[src/rtl/nnd_pkg.sv]
// Shared types and field widths for the nearest-neighbor downscaler.
package nnd_pkg;

  localparam int CH_W  = 8;
  localparam int IDX_W = 16;

  typedef struct packed {
    logic [CH_W-1:0] blue;
    logic [CH_W-1:0] green;
    logic [CH_W-1:0] red;
  } pixel_t;

  typedef struct packed {
    logic             hit;
    logic             last;
    logic [IDX_W-1:0] index;
  } pick_t;

endpackage

[src/rtl/nnd_in_stage.sv]
// Input register for incoming source pixel transactions.
module nnd_in_stage
  import nnd_pkg::*;
(
  input  logic   clk,
  input  logic   rst,
  input  logic   load,
  input  logic   drain,
  input  logic   frame_start_in,
  input  pixel_t pixel_in,
  output logic   valid,
  output logic   frame_start,
  output pixel_t pixel
);

  always_ff @(posedge clk) begin
    if (rst) begin
      valid <= 1'b0;
    end else if (load) begin
      valid <= 1'b1;
    end else if (drain) begin
      valid <= 1'b0;
    end
  end

  always_ff @(posedge clk) begin
    if (load) begin
      frame_start <= frame_start_in;
      pixel       <= pixel_in;
    end
  end

endmodule

[src/rtl/nnd_pick.sv]
// Source and destination counters that decide which source pixels are kept.
module nnd_pick
  import nnd_pkg::*;
#(
  parameter int SRC_W = 240,
  parameter int SRC_H = 240,
  parameter int DST_W = 192,
  parameter int DST_H = 192
) (
  input  logic  clk,
  input  logic  rst,
  input  logic  step,
  input  logic  frame_start,
  input  logic  pad_enable,
  output pick_t pick
);

  localparam int SCW = $clog2(SRC_W + 1);
  localparam int SRW = $clog2(SRC_H + 1);
  localparam int DCW = $clog2(DST_W + 1);
  localparam int DRW = $clog2(DST_H + 1);
  localparam int TCW = $clog2(2 * SRC_W + 2);
  localparam int TRW = $clog2(2 * SRC_H + 2);
  localparam int RCW = $clog2(2 * DST_W + 1);
  localparam int RRW = $clog2(2 * DST_H + 1);

  localparam int MAX_S  = (SRC_W > SRC_H) ? SRC_W : SRC_H;
  localparam int FW_RAW = (SRC_W * DST_W) / MAX_S;
  localparam int FH_RAW = (SRC_H * DST_W) / MAX_S;
  localparam int FDW_P  = (FW_RAW == 0) ? 1 : ((FW_RAW > DST_W) ? DST_W : FW_RAW);
  localparam int FDH_P  = (FH_RAW == 0) ? 1 : ((FH_RAW > DST_H) ? DST_H : FH_RAW);
  localparam int PADC_P = (DST_W - FDW_P) / 2;
  localparam int PADR_P = (DST_H - FDH_P) / 2;
  localparam int QW_P   = SRC_W / FDW_P;
  localparam int RW_P   = SRC_W % FDW_P;
  localparam int QH_P   = SRC_H / FDH_P;
  localparam int RH_P   = SRC_H % FDH_P;
  localparam int QW_U   = SRC_W / DST_W;
  localparam int RW_U   = SRC_W % DST_W;
  localparam int QH_U   = SRC_H / DST_H;
  localparam int RH_U   = SRC_H % DST_H;

  logic [SCW-1:0] src_col, src_col_next;
  logic [SRW-1:0] src_row, src_row_next;
  logic [DCW-1:0] dst_col, dst_col_next;
  logic [DRW-1:0] dst_row, dst_row_next;
  logic [TCW-1:0] target_col, target_col_next;
  logic [TRW-1:0] target_row, target_row_next;
  logic [RCW-1:0] col_remainder, col_remainder_next;
  logic [RRW-1:0] row_remainder, row_remainder_next;

  logic [SCW-1:0] sc;
  logic [SRW-1:0] sr;
  logic [DCW-1:0] dc;
  logic [DRW-1:0] dr;
  logic [TCW-1:0] tc, tc_adv;
  logic [TRW-1:0] tr, tr_adv;
  logic [RCW-1:0] rc, rc_adv;
  logic [RRW-1:0] rr, rr_adv;
  logic [RCW:0]   rc_sum;
  logic [RRW:0]   rr_sum;

  logic [DCW-1:0] fdw, pad_col;
  logic [DRW-1:0] fdh, pad_row;
  logic [TCW-1:0] q_col;
  logic [TRW-1:0] q_row;
  logic [RCW-1:0] r_col;
  logic [RRW-1:0] r_row;

  logic             row_hit, col_hit, row_end;
  logic [IDX_W-1:0] row_idx, index;

  always_comb begin
    fdw     = pad_enable ? DCW'(FDW_P)  : DCW'(DST_W);
    fdh     = pad_enable ? DRW'(FDH_P)  : DRW'(DST_H);
    pad_col = pad_enable ? DCW'(PADC_P) : '0;
    pad_row = pad_enable ? DRW'(PADR_P) : '0;
    q_col   = pad_enable ? TCW'(QW_P)   : TCW'(QW_U);
    r_col   = pad_enable ? RCW'(RW_P)   : RCW'(RW_U);
    q_row   = pad_enable ? TRW'(QH_P)   : TRW'(QH_U);
    r_row   = pad_enable ? RRW'(RH_P)   : RRW'(RH_U);
  end

  always_comb begin
    sc = frame_start ? '0 : src_col;
    sr = frame_start ? '0 : src_row;
    dc = frame_start ? '0 : dst_col;
    dr = frame_start ? '0 : dst_row;
    tc = frame_start ? '0 : target_col;
    tr = frame_start ? '0 : target_row;
    rc = frame_start ? '0 : col_remainder;
    rr = frame_start ? '0 : row_remainder;

    row_hit = (dr < fdh) && (TRW'(tr) <= TRW'(sr));
    col_hit = row_hit && (dc < fdw) && (tc <= TCW'(sc));
    row_end = (sc == SCW'(SRC_W - 1));

    rc_sum = {1'b0, rc} + {1'b0, r_col};
    if (rc_sum >= (RCW + 1)'(fdw)) begin
      rc_adv = RCW'(rc_sum - (RCW + 1)'(fdw));
      tc_adv = tc + q_col + TCW'(1);
    end else begin
      rc_adv = RCW'(rc_sum);
      tc_adv = tc + q_col;
    end

    rr_sum = {1'b0, rr} + {1'b0, r_row};
    if (rr_sum >= (RRW + 1)'(fdh)) begin
      rr_adv = RRW'(rr_sum - (RRW + 1)'(fdh));
      tr_adv = tr + q_row + TRW'(1);
    end else begin
      rr_adv = RRW'(rr_sum);
      tr_adv = tr + q_row;
    end

    row_idx = IDX_W'(dr) + IDX_W'(pad_row);
    index   = IDX_W'(row_idx * IDX_W'(DST_W)) + IDX_W'(dc) + IDX_W'(pad_col);

    pick.hit   = col_hit;
    pick.last  = (dc == fdw - DCW'(1)) && (dr == fdh - DRW'(1));
    pick.index = index;

    if (row_end) begin
      src_col_next       = '0;
      src_row_next       = (sr < SRW'(SRC_H)) ? sr + SRW'(1) : sr;
      dst_col_next       = '0;
      target_col_next    = '0;
      col_remainder_next = '0;
      dst_row_next       = row_hit ? dr + DRW'(1) : dr;
      target_row_next    = row_hit ? tr_adv : tr;
      row_remainder_next = row_hit ? rr_adv : rr;
    end else begin
      src_col_next       = sc + SCW'(1);
      src_row_next       = sr;
      dst_col_next       = col_hit ? dc + DCW'(1) : dc;
      target_col_next    = col_hit ? tc_adv : tc;
      col_remainder_next = col_hit ? rc_adv : rc;
      dst_row_next       = dr;
      target_row_next    = tr;
      row_remainder_next = rr;
    end
  end

  always_ff @(posedge clk) begin
    if (rst) begin
      src_col       <= '0;
      src_row       <= '0;
      dst_col       <= '0;
      dst_row       <= '0;
      target_col    <= '0;
      target_row    <= '0;
      col_remainder <= '0;
      row_remainder <= '0;
    end else if (step) begin
      src_col       <= src_col_next;
      src_row       <= src_row_next;
      dst_col       <= dst_col_next;
      dst_row       <= dst_row_next;
      target_col    <= target_col_next;
      target_row    <= target_row_next;
      col_remainder <= col_remainder_next;
      row_remainder <= row_remainder_next;
    end
  end

`ifndef NO_ASSERTIONS
  a_dst_col_bound: assert property (@(posedge clk) disable iff (rst)
    dst_col <= DCW'(DST_W))
    else $error("dst_col beyond destination width");

  a_src_row_bound: assert property (@(posedge clk) disable iff (rst)
    src_row <= SRW'(SRC_H))
    else $error("src_row beyond source height");

  a_frame_restart: assert property (@(posedge clk) disable iff (rst)
    step && frame_start |=> dst_row == '0 || dst_row == DRW'(1))
    else $error("frame start did not restart destination rows");

  a_hit_in_frame: assert property (@(posedge clk) disable iff (rst)
    pick.hit |-> dst_row < DRW'(DST_H) && dst_col < DCW'(DST_W) || frame_start)
    else $error("pick outside destination frame");
`endif

endmodule

[src/rtl/nnd_out_stage.sv]
// Output register for destination pixel transactions.
module nnd_out_stage
  import nnd_pkg::*;
(
  input  logic             clk,
  input  logic             rst,
  input  logic             load,
  input  logic             ready,
  input  pick_t            pick,
  input  pixel_t           pixel_in,
  output logic             valid,
  output logic             last,
  output logic [IDX_W-1:0] index,
  output pixel_t           pixel
);

  always_ff @(posedge clk) begin
    if (rst) begin
      valid <= 1'b0;
    end else if (load) begin
      valid <= pick.hit;
    end else if (ready) begin
      valid <= 1'b0;
    end
  end

  always_ff @(posedge clk) begin
    if (load && pick.hit) begin
      last  <= pick.last;
      index <= pick.index;
      pixel <= pixel_in;
    end
  end

endmodule

[src/rtl/nearest_neighbor_downscale_core.sv]
// Nearest-neighbor downscaler top level: stream ports, config register, stages.
// A pixel goes through the input register, then the output register, to m_tdata.
// Throughput: one pixel per cycle unless m_tready stalls; zero or one result each.
// The input register feeds the pick logic straight into the output register.
// Reset (rst, synchronous): clears all counters, valid flags and pad_enable.
// No frame_start after reset: the first pixel starts a frame.
module nearest_neighbor_downscale_core
  import nnd_pkg::*;
#(
  parameter int SRC_W = 240,
  parameter int SRC_H = 240,
  parameter int DST_W = 192,
  parameter int DST_H = 192
) (
  input  logic        clk,
  input  logic        rst,
  input  logic        cfg_wr_en,
  input  logic        cfg_wr_data,   // pad_enable
  input  logic        s_tvalid,
  output logic        s_tready,
  input  logic [23:0] s_tdata,       // in_red, in_green, in_blue
  input  logic        s_tuser,       // frame_start
  output logic        m_tvalid,
  input  logic        m_tready,
  output logic [39:0] m_tdata,       // dst_pixel_index, out_red, out_green, out_blue
  output logic        m_tlast        // frame_last
);

  logic             pad_enable;
  logic             in_valid, in_frame_start, advance, load_in;
  pixel_t           in_pixel, out_pixel;
  pick_t            pick;
  logic [IDX_W-1:0] out_index;

  always_ff @(posedge clk) begin
    if (rst) begin
      pad_enable <= 1'b0;
    end else if (cfg_wr_en) begin
      pad_enable <= cfg_wr_data;
    end
  end

  assign advance  = in_valid && (!m_tvalid || m_tready);
  assign s_tready = !in_valid || advance;
  assign load_in  = s_tvalid && s_tready;

  nnd_in_stage u_in (
    .clk            (clk),
    .rst            (rst),
    .load           (load_in),
    .drain          (advance),
    .frame_start_in (s_tuser),
    .pixel_in       (s_tdata),
    .valid          (in_valid),
    .frame_start    (in_frame_start),
    .pixel          (in_pixel)
  );

  nnd_pick #(
    .SRC_W (SRC_W),
    .SRC_H (SRC_H),
    .DST_W (DST_W),
    .DST_H (DST_H)
  ) u_pick (
    .clk         (clk),
    .rst         (rst),
    .step        (advance),
    .frame_start (in_frame_start),
    .pad_enable  (pad_enable),
    .pick        (pick)
  );

  nnd_out_stage u_out (
    .clk      (clk),
    .rst      (rst),
    .load     (advance),
    .ready    (m_tready),
    .pick     (pick),
    .pixel_in (in_pixel),
    .valid    (m_tvalid),
    .last     (m_tlast),
    .index    (out_index),
    .pixel    (out_pixel)
  );

  assign m_tdata = {out_pixel, out_index};

`ifndef NO_ASSERTIONS
  a_no_overwrite: assert property (@(posedge clk) disable iff (rst)
    m_tvalid && !m_tready |-> !advance)
    else $error("pending result overwritten");

  a_step_needs_item: assert property (@(posedge clk) disable iff (rst)
    advance |-> in_valid)
    else $error("counters stepped without a pixel");

  a_load_when_free: assert property (@(posedge clk) disable iff (rst)
    load_in && in_valid |-> advance)
    else $error("input register overwritten");
`endif

endmodule

[config.mk]
export PLATFORM = sky130hd
export DESIGN_NAME = nearest_neighbor_downscale_core
export DESIGN_NICKNAME = d
export VERILOG_FILES = /design/src/rtl/nnd_pkg.sv /design/src/rtl/nnd_in_stage.sv /design/src/rtl/nnd_pick.sv /design/src/rtl/nnd_out_stage.sv /design/src/rtl/nearest_neighbor_downscale_core.sv
export SDC_FILE = /design/constraint.sdc
export NUM_CORES = 1
export LEC_CHECK = 0
export BUFFER_PORTS_ARGS = -buffer_cell sky130_fd_sc_hd__buf_2
export CORE_ASPECT_RATIO = 1.75
export CORE_UTILIZATION = 54
export CTS_BUF_LIST = sky130_fd_sc_hd__clkbuf_16
export DETAILED_ROUTE_END_ITERATION = 8
export GPL_TIMING_DRIVEN = 0
export PLACE_DENSITY = 0.77
export SLEW_MARGIN = 10
export SYNTH_ARGS = -nofsm -noshare
export SYNTH_HDL_FRONTEND = slang
export SYNTH_SLANG_ARGS = --single-unit
[constraint.sdc]
create_clock -name clk -period 5.2 [get_ports clk]
set_input_delay 1.04 -clock clk [delete_from_list [all_inputs] [get_ports clk]]
set_output_delay 1.04 -clock clk [all_outputs]
set_load 0.01 [all_outputs]
# --- Word-level counts from Yosys, hierarchy flattened ---
# Index checks and enable logic that the tools add are counted.
classes:
  add_sub_neg: 13
  n_lt_le_gt_ge: 7
  mul: 1
  reduce_logical: 13
  n_mux: 31
  n_eq_ne: 3
op_table:
  columns: ["operator", "n"]
  rows:
  - ["two-way mux 9 bit", 16]
  - ["two-way mux 8 bit", 11]
  - ["adder 9 x 1 -> 9 bit, second input constant", 4]
  - ["adder 8 x 1 -> 8 bit, second input constant", 4]
  - ["equality test 8 bit, second input constant", 3]
  - ["< comparator 8 bit, second input constant", 3]
  - ["adder 9 x 6 -> 10 bit, second input constant", 2]
  - [">= comparator 10 x 8 -> 1 bit, second input constant", 2]
  - ["less-or-equal comparator 9 x 8 -> 1 bit", 2]
  - ["subtractor 9 x 8 -> 9 bit, second input constant", 2]
  - ["adder 16 x 8 -> 16 bit", 1]
  - ["multiplier 8 x 2 -> 10 bit, second input constant", 1]
  - ["logical AND 1 bit", 7]
  - ["two-way mux 1 bit", 4]
  - ["nonzero test 2 bit", 2]
  - ["zero test 1 bit", 2]
  - ["logical OR 1 bit", 2]
totals:
  regBits: 136
  word_cells: 87
  input_bits: 31

# --- Depth between registers and ports, before layout ---
# Gate-level depths: netlist (run 1).
depth:
  word_depth: 7
  depth_mapped: 16
  mapped_depth_nobuf: 11

# --- Hierarchy ---
# A second synthesis (run 1) with hierarchy kept.
unflattened:
  hier_cells: 720
  hier_area_um2: 6994.2
modules_own_cells:
  columns: ["module", "cells_each", "area_per_inst_um2", "seq_area_each_um2", "n_inst"]
  rows:
  - ["nnd_pick", 638, 4860.9, 1201.2, 1]
  - ["nnd_out_stage", 46, 1272.5, 1251.2, 1]
  - ["nnd_in_stage", 29, 789.5, 770.7, 1]
  - ["nearest_neighbor_downscale_core", 7, 71.3, 20.0, 1]

# --- Worst setup path after synthesis (run 1) ---
# No wires, ideal clock.
synth_timing:
  kind: "reg2reg"
  start: "reg u_in.frame_start"
  end: "reg u_out.index[0] (enable)"
  setup_slack_ns: -0.417
  n_path_buf: 7
  arrival_time_ns: 5.177
  setup_time_ns: 0.440
  stages_incl_launch_ff: 15
  t_required_ns: 4.760
  cell_sequence: "edfxtp_1 -> buf_4 -> buf_2 -> buf_4 -> clkbuf_1 -> buf_1 -> clkbuf_1 -> nor2b_1 -> ha_1 -> and3_1 -> nor2b_1 -> o41a_4 -> or3_1 -> buf_6 -> nor2_1"
synth_between:
  elab_chain_cells: 6
  elab_cells_between_ends: 14
  cone_classes: "order compare: 4; mux: 6; reduce/logical: 4"
synth_rtl:
  columns: ["element", "line_no", "source"]
  rows:
  - ["start: declaration", "nnd_in_stage.sv:12", "output logic frame_start,"]
  - ["start signal: assignment", "nnd_in_stage.sv:28", "frame_start <= frame_start_in;"]
  - ["two-way mux 9 bit, or another cell as far along", "nnd_pick.sv:90", "tr = frame_start ? '0 : target_row;"]
  - ["less-or-equal comparator 9 x 8 -> 1 bit or < comparator 8 bit (tied branches)", "nnd_pick.sv:94", "row_hit = (dr < fdh) && (TRW'(tr) <= TRW'(sr));"]
  - ["logical AND 1 bit", "nnd_pick.sv:94", null]
  - ["logical AND 1 bit", "nnd_pick.sv:95", "col_hit = row_hit && (dc < fdw) && (tc <= TCW'(sc));"]
  - ["logical AND 1 bit *", "nnd_pick.sv:95", null]
  - ["logical AND 1 bit *", "nnd_out_stage.sv:28", "if (load && pick.hit) begin"]
  - ["end signal: assignment", "nnd_out_stage.sv:30", "index <= pick.index;"]
  - ["end: declaration", "nnd_out_stage.sv:13", "output logic [IDX_W-1:0] index,"]
# Every way passes the cells marked *; elsewhere a longest branch is shown, timed or not.
# A chain may end at the register's enable or synchronous reset.

# --- Final worst setup path (run 1) ---
layout_timing:
  start: "reg u_in.frame_start"
  end: "reg u_out.index[6] (enable)"
# The elaborated chain is that of the path after synthesis.

==> impl_metrics.json, run 1 <==
{
  "status": "finished, final reports clean",
  "comb_power_share_pct": 8.3,
  "start_util_pct": 55.54,
  "sequentialPowerShare_pct": 44.0,
  "intPower_uw": 1894,
  "cts_tree": "yes",
  "ant_nets": 0,
  "cts_made_buffers": 17,
  "path_max_fanout": 34,
  "worst_slack_ps": 289.2,
  "synth_top_area_share_pct": 27.44,
  "synth_ff_type": "edfxtp_1",
  "dp_cells": 1004,
  "avgRoutedWirePerCell_microns": 18.75,
  "grt_pass1_wl_microns": 31350,
  "use_met1_pct": 31.85,
  "synth_fp_nets": 829,
  "slew_violations": 0,
  "fin_tns_setup_ps": 0,
  "p_clk_share_pct": 47.7,
  "h-tree-depth": 4,
  "layout-drive-gt1-share_pct": 16.78,
  "leakage_uw": 0.003192,
  "met3_usage_pct": 4.775,
  "cts_root_buf": "clkbuf_16",
  "busiest_layer": "met2",
  "final_common_cell": "buf_2",
  "hold_buffers": 0,
  "io_pins": 74,
  "switchingPower_uw": 657.4,
  "yosysSeqAreaShare_pct": 44.62,
  "grt_pass1_vias": 6390,
  "nets": 918,
  "antenna_found_initial": 0,
  "worst_slew_pin_slew_ps": 1135,
  "final_cell_mix": "buf_2 (79), nand2_1 (72), nor2_1 (67), edfxtp_1 (66), dfxtp_1 (62)",
  "required_ps": 5310,
  "cap_violations": 0,
  "dpl.hpwl_microns": 14190,
  "rsz0062_at_grt": "false",
  "gp_congestion": 0.9696,
  "die_y_microns": 155.0,
  "use_met2_pct": 53.36,
  "placementRows": 55,
  "die-area_sq_mm": 0.01386,
  "post_cts_buffers": 0,
  "grt_max_degree": 35,
  "clock-sinks": 128,
  "n_fill_cell": 1004,
  "synth_edf_count": 66,
  "n_antenna_cell": 0,
  "synth_area_leaders": "edfxtp_1 (27%), dfxtp_1 (17%), ha_1 (6.1%)",
  "clockBufferDepth": 2,
  "startpoint_type": "flip-flop",
  "worstPathArrival_ps": 5020,
  "hold_viol": 0,
  "yosys.area.top_type": "edfxtp_1",
  "async_flop_share_pct": 0,
  "yosysUniqueCellTypes": 76,
  "finClkSkew_ps": 11.98,
  "min_period_ps": 4911,
  "worst_setup_path_end_kind": "flip-flop",
  "drt_wl_total_microns": 19400,
  "routed_via_density": 5.952,
  "max_freq_mhz": 203.6,
  "synth_cells": 762,
  "place_ws_ps": -324.2,
  "regArea_sq_mm": 0.003223,
  "post-route-drc-count": 0,
  "area_growth_pct": 16.65,
  "worstSetupPathType": "reg -> reg",
  "ir_drop_mv": 0.1999,
  "num_vias": 6160,
  "port_buffers": 70,
  "syn_avg_cell_area_sq_um": 9.479,
  "yosysWarningCount": 0,
  "fin_crit_sh_pct": 94.44,
  "cts.clk_slew.worst_paths_ps": 60,
  "gr-usage-all-layers_pct": 30.13,
  "layout.cells.non_filler": 1035,
  "syn-cell-area_sq_mm": 0.007223,
  "finalSetupViolations": 0,
  "switching_share_pct": 25.77,
  "drtPass1Iterations": 5,
  "grt-ovfl-total": 0,
  "insertion_delay_ps": 420,
  "hold_path.class": "reg -> reg",
  "core_sq_mm": 0.01301,
  "powerDensity_mw_per_mm2": 302.8,
  "synth_seq_cells": 128,
  "multiInputGateArea_sq_mm": 0.003726,
  "die_w_microns": 89.43,
  "first_iter_violations": 386,
  "slew_headroom_pct": 24.35,
  "whs_ps": 416.2
}
[per-layer routing]
metal / up-vias / part of all wire (%)
li1: 2927 / -
met1: 2930 / 38
met2: 233 / 52
met3: 70 / 4.8
met4: 0 / 5.9
met5: - / 0
[flip-flops by register name, summed over array words and instances (netlist names)]
signal	cells
u_in.pixel	24
u_out.pixel	24
u_out.index	16
u_pick.target_col	9
u_pick.target_row	9
u_pick.dst_col	8
u_pick.dst_row	8
u_pick.src_col	8
u_pick.src_row	8
u_pick.col_remainder	5
u_pick.row_remainder	5
u_in.frame_start	1
u_in.valid	1
u_out.last	1
u_out.valid	1
[kinds of logic (layout without fill, tap and decap cells)]
family                   count (synthesis)  count (layout)  share of synthesized area [%]
AND/OR/NAND/NOR                        308             308                          22.00
AO/OA/AOI/OAI                          159             159                          15.16
flip-flops                             128             128                          44.62
buffers and inverters                   68             170                          4.053
XOR/XNOR                                55              55                          6.669
adder cells (fa/ha/maj)                 36              36                          6.340
multiplexers                             8               8                          1.161
[critical path: stages (launching register included)]
cell      delay (ps)
edfxtp_1         420
buf_4            240
buf_2            310
clkbuf_2         390
clkbuf_2         370
clkbuf_2         360
nand2b_1         210
inv_1             80
ha_1             170
buf_2            190
nand3b_1         190
or3_4            410
o41a_4           150
or3_1            400
buf_6            160
nor2_4           250
buf_12           250
[final timing paths]
kind	from	end	slack [ps]	cells after the start
worst max-delay path	u_in.frame_start	u_out.index[6]	290	16
worst max register to register	u_in.frame_start	u_out.index[6]	290	16
worst min register to register	u_in.pixel[16]	u_out.pixel[16]	420	0
worst min-delay path	u_in.pixel[16]	u_out.pixel[16]	420	0
[synth_stat cells, types with 12 or more instances]
| library cell | instances |
|---|---|
| edfxtp_1 | 66 |
| dfxtp_1 | 62 |
| o21ai_0 | 35 |
| inv_1 | 28 |
| xor2_1 | 22 |
| a21oi_1 | 40 |
| nand2_1 | 72 |
| nand3_1 | 27 |
| nor3_1 | 21 |
| xnor2_1 | 33 |
| nor2_1 | 68 |
| nor2b_1 | 40 |
| nand2b_1 | 20 |
| a31oi_1 | 12 |
| clkbuf_1 | 24 |
| ha_1 | 35 |
[stage by stage]
step / utilization (%) / area, sq um / power (uW)
2_1_floorplan: - / 7226 / 1264
3_3_place_gp: 59.89 / 7790 / 1341
3_5_place_dp: 60.09 / 7815 / 1350
4_1_cts: 64.80 / 8428 / 2552
5_1_grt: 64.78 / 8426 / 2614
6_report: 64.78 / 8426 / 2551
[final cells by class]
| type | count | share of cell area (%) |
|---|---|---|
| Multi-Input combinational cell | 566 | 44.22 |
| Sequential cell | 128 | 38.25 |
| Clock inverter | 15 | 2.034 |
| Buffer | 39 | 2.257 |
| Inverter | 28 | 1.247 |
| Clock buffer | 17 | 5.049 |
| Timing Repair Buffer | 71 | 4.396 |
| Tap cell | 171 | 2.539 |
[timing repair]
item | in CTS | in global routing
setup endpoints to repair | 73 | 49
pin swaps | 0 | 0
resized for setup | 5 | 2
[power groups by stage]
stage / registers [uW] / logic, uW / clock network [uW]
3_3_place_gp: 1140 / 198 / 0
3_5_place_dp: 1140 / 206 / 0
4_1_cts: 1120 / 210 / 1220
5_1_grt: 1130 / 231 / 1250
6_report: 1120 / 211 / 1220
2_1_floorplan: 1150 / 115 / 0
(Power assumes the default switching activity.)
==> run 2: changes to the inputs <==
Clock period 5.2 ns to 4.15 ns, I/O delays scaled along.
==> impl_metrics.json, run 2 (same netlist as run 1, synthesis figures left out) <==
{
  "insertion_delay_ps": 420,
  "largestRegisters": "u_in.pixel (24), u_out.pixel (24), u_out.index (16)",
  "num_vias": 6486,
  "n_antenna_cell": 0,
  "reg2reg_from": "u_in.frame_start",
  "worstPathArrival_ps": 4210,
  "finClkSkew_ps": 11.18,
  "max_freq_mhz": 245.2,
  "cap_violations": 0,
  "worst_slack_ps": 71.69,
  "slew_violations": 0,
  "path_cells": "buf_6, buf_6, buf_6, clkbuf_8, clkbuf_8, nand2b_1, inv_1, ha_1, buf_2, nand3b_1, or3_4, o41a_4, or3_1, buf_6, nor2_4, buf_12",
  "crit_start": "u_in.frame_start",
  "path_max_fanout": 12,
  "ant_nets": 0,
  "port_buffers": 70,
  "grt_pass1_wl_microns": 32050,
  "avgRoutedWirePerCell_microns": 19.70,
  "cts_made_buffers": 17,
  "antenna_found_initial": 0,
  "routed_via_density": 6.148,
  "place_ws_ps": -1401,
  "clock-sinks": 128,
  "holdPathStages": 0,
  "layout.cells.non_filler": 1055,
  "die_y_microns": 155.0,
  "worst_slew_pin_slew_ps": 1180,
  "grt-ovfl-total": 0,
  "cts_tree": "yes",
  "r2r-end": "u_out.index[3]",
  "ir_drop_mv": 0.3024,
  "rr_worst_depth": 16,
  "cts_root_buf": "clkbuf_16",
  "die_w_microns": 89.43,
  "endpoint": "u_out.index[3]",
  "die-area_sq_mm": 0.01386,
  "finalSetupViolations": 0,
  "final_cell_mix": "buf_2 (76), nand2_1 (72), nor2_1 (67), edfxtp_1 (66), dfxtp_1 (62)",
  "post-route-drc-count": 0,
  "hold_viol": 0,
  "layout-drive-gt1-share_pct": 18.89,
  "hold_path.class": "reg -> reg",
  "startpoint_type": "flip-flop",
  "area_growth_pct": 20.20,
  "gr-usage-all-layers_pct": 31.19,
  "first_iter_violations": 465,
  "worstSetupPathType": "reg -> reg",
  "cts.clk_slew.worst_paths_ps": 60,
  "grt_pass1_vias": 6412,
  "gp_congestion": 0.9310,
  "start_util_pct": 55.54,
  "status": "finished, final reports clean",
  "placementRows": 55,
  "powerDensity_mw_per_mm2": 367.1,
  "total_power_uw": 3187,
  "drt_wl_total_microns": 20790,
  "min_period_ps": 4078,
  "critPathMaxStageDelay_ps": 410,
  "core_sq_mm": 0.01301,
  "clockBufferDepth": 2,
  "leakage_uw": 0.003315,
  "dp_cells": 1003,
  "cpMaxStageDelayCell": "or3_4",
  "required_ps": 4290,
  "worst_setup_path_end_kind": "flip-flop",
  "nets": 938,
  "grt_max_degree": 26,
  "final_common_cell": "buf_2",
  "r2r_slack_ps": 70,
  "fin_crit_sh_pct": 98.27,
  "drtPass1Iterations": 5,
  "h-tree-depth": 4,
  "io_pins": 74,
  "worst_path_most_repeated_cell": "buf_6",
  "slew_headroom_pct": 21.35,
  "dpl.hpwl_microns": 14270
}
==> run 2: cell count changes in the layout (fill, tap and decap cells not counted), moves of 2 or more <==
cell	before	now
buf_12	1	3
buf_2	79	76
buf_4	3	16
buf_6	2	7
nor2_4	1	4
clkbuf_8	0	4
clkbuf_2	5	1
==> run 2: timing repair <==
item                                    in CTS  in global routing
resized for setup                           21                  3
gates cloned                                 3                  0
endpoints found under the hold margin        0                  0
pin swaps                                    8                  4
hold buffers                                 0                  0
endpoints found under the setup margin      91                 69
setup buffers                                9                  8
==> run 2: metrics by stage <==
stage,utilization [%],setup TNS [ps],cell area (sq um),hold WS (ps)
after global placement,60.07,-82770,7812,401.5
after CTS,66.20,0,8610,422.4
final,66.75,0,8682,421.3
after global routing,66.75,-18.66,8682,421.3
after detailed placement,60.07,-87420,7812,405.6
after floorplan,-,0,7248,400.3
==> run 2: area by class of cell <==
cell class	instances	area (sq um)
tap	171	214.0
buffer	39	255.2
timing repair buffer	88	530.5
inverter	28	105.1
clock buffer	17	425.4
sequential	128	3223
multi-input combinational	569	3781
clock inverter	15	147.6
fill	992	4324
==> run 2: worst min-delay path by stage <==
stage               slack [ps]           start               to
CTS                        420   u_in.pixel[9]   u_out.pixel[9]
global route               420  u_in.pixel[19]  u_out.pixel[19]
floorplan                  400   u_in.pixel[0]   u_out.pixel[0]
global placement           400   u_in.pixel[3]   u_out.pixel[3]
detailed placement         410  u_in.pixel[16]  u_out.pixel[16]
finish                     420   u_in.pixel[9]   u_out.pixel[9]
==> run 2: critical path, delay by kind of cell (launching register included) <==
| family | cells | cell delay, ps |
|---|---|---|
| flops | 1 | 400 |
| simple gates | 5 | 1340 |
| fa+ha+maj | 1 | 180 |
| compound gates | 1 | 160 |
| buf+inv | 9 | 1670 |
==> run 2: metal layers <==
metal  up-vias  track usage, %  part of all wire (%)
li1       2977               -                     -
met1      3060           30.63                    34
met2       338           55.07                    52
met3       111           7.480                   6.4
met4         0           22.52                   7.3
met5         -               0                     0
==> run 2: power breakdown <==
group | total (uW) | switching, uW | internal [uW] | leakage, uW
registers | 1410 | 22.8 | 1380 | 0.00114
logic | 316 | 202 | 113 | 0.00190
clock network | 1470 | 624 | 842 | 0.000274
total | 3190 | 849 | 2340 | 0.00332
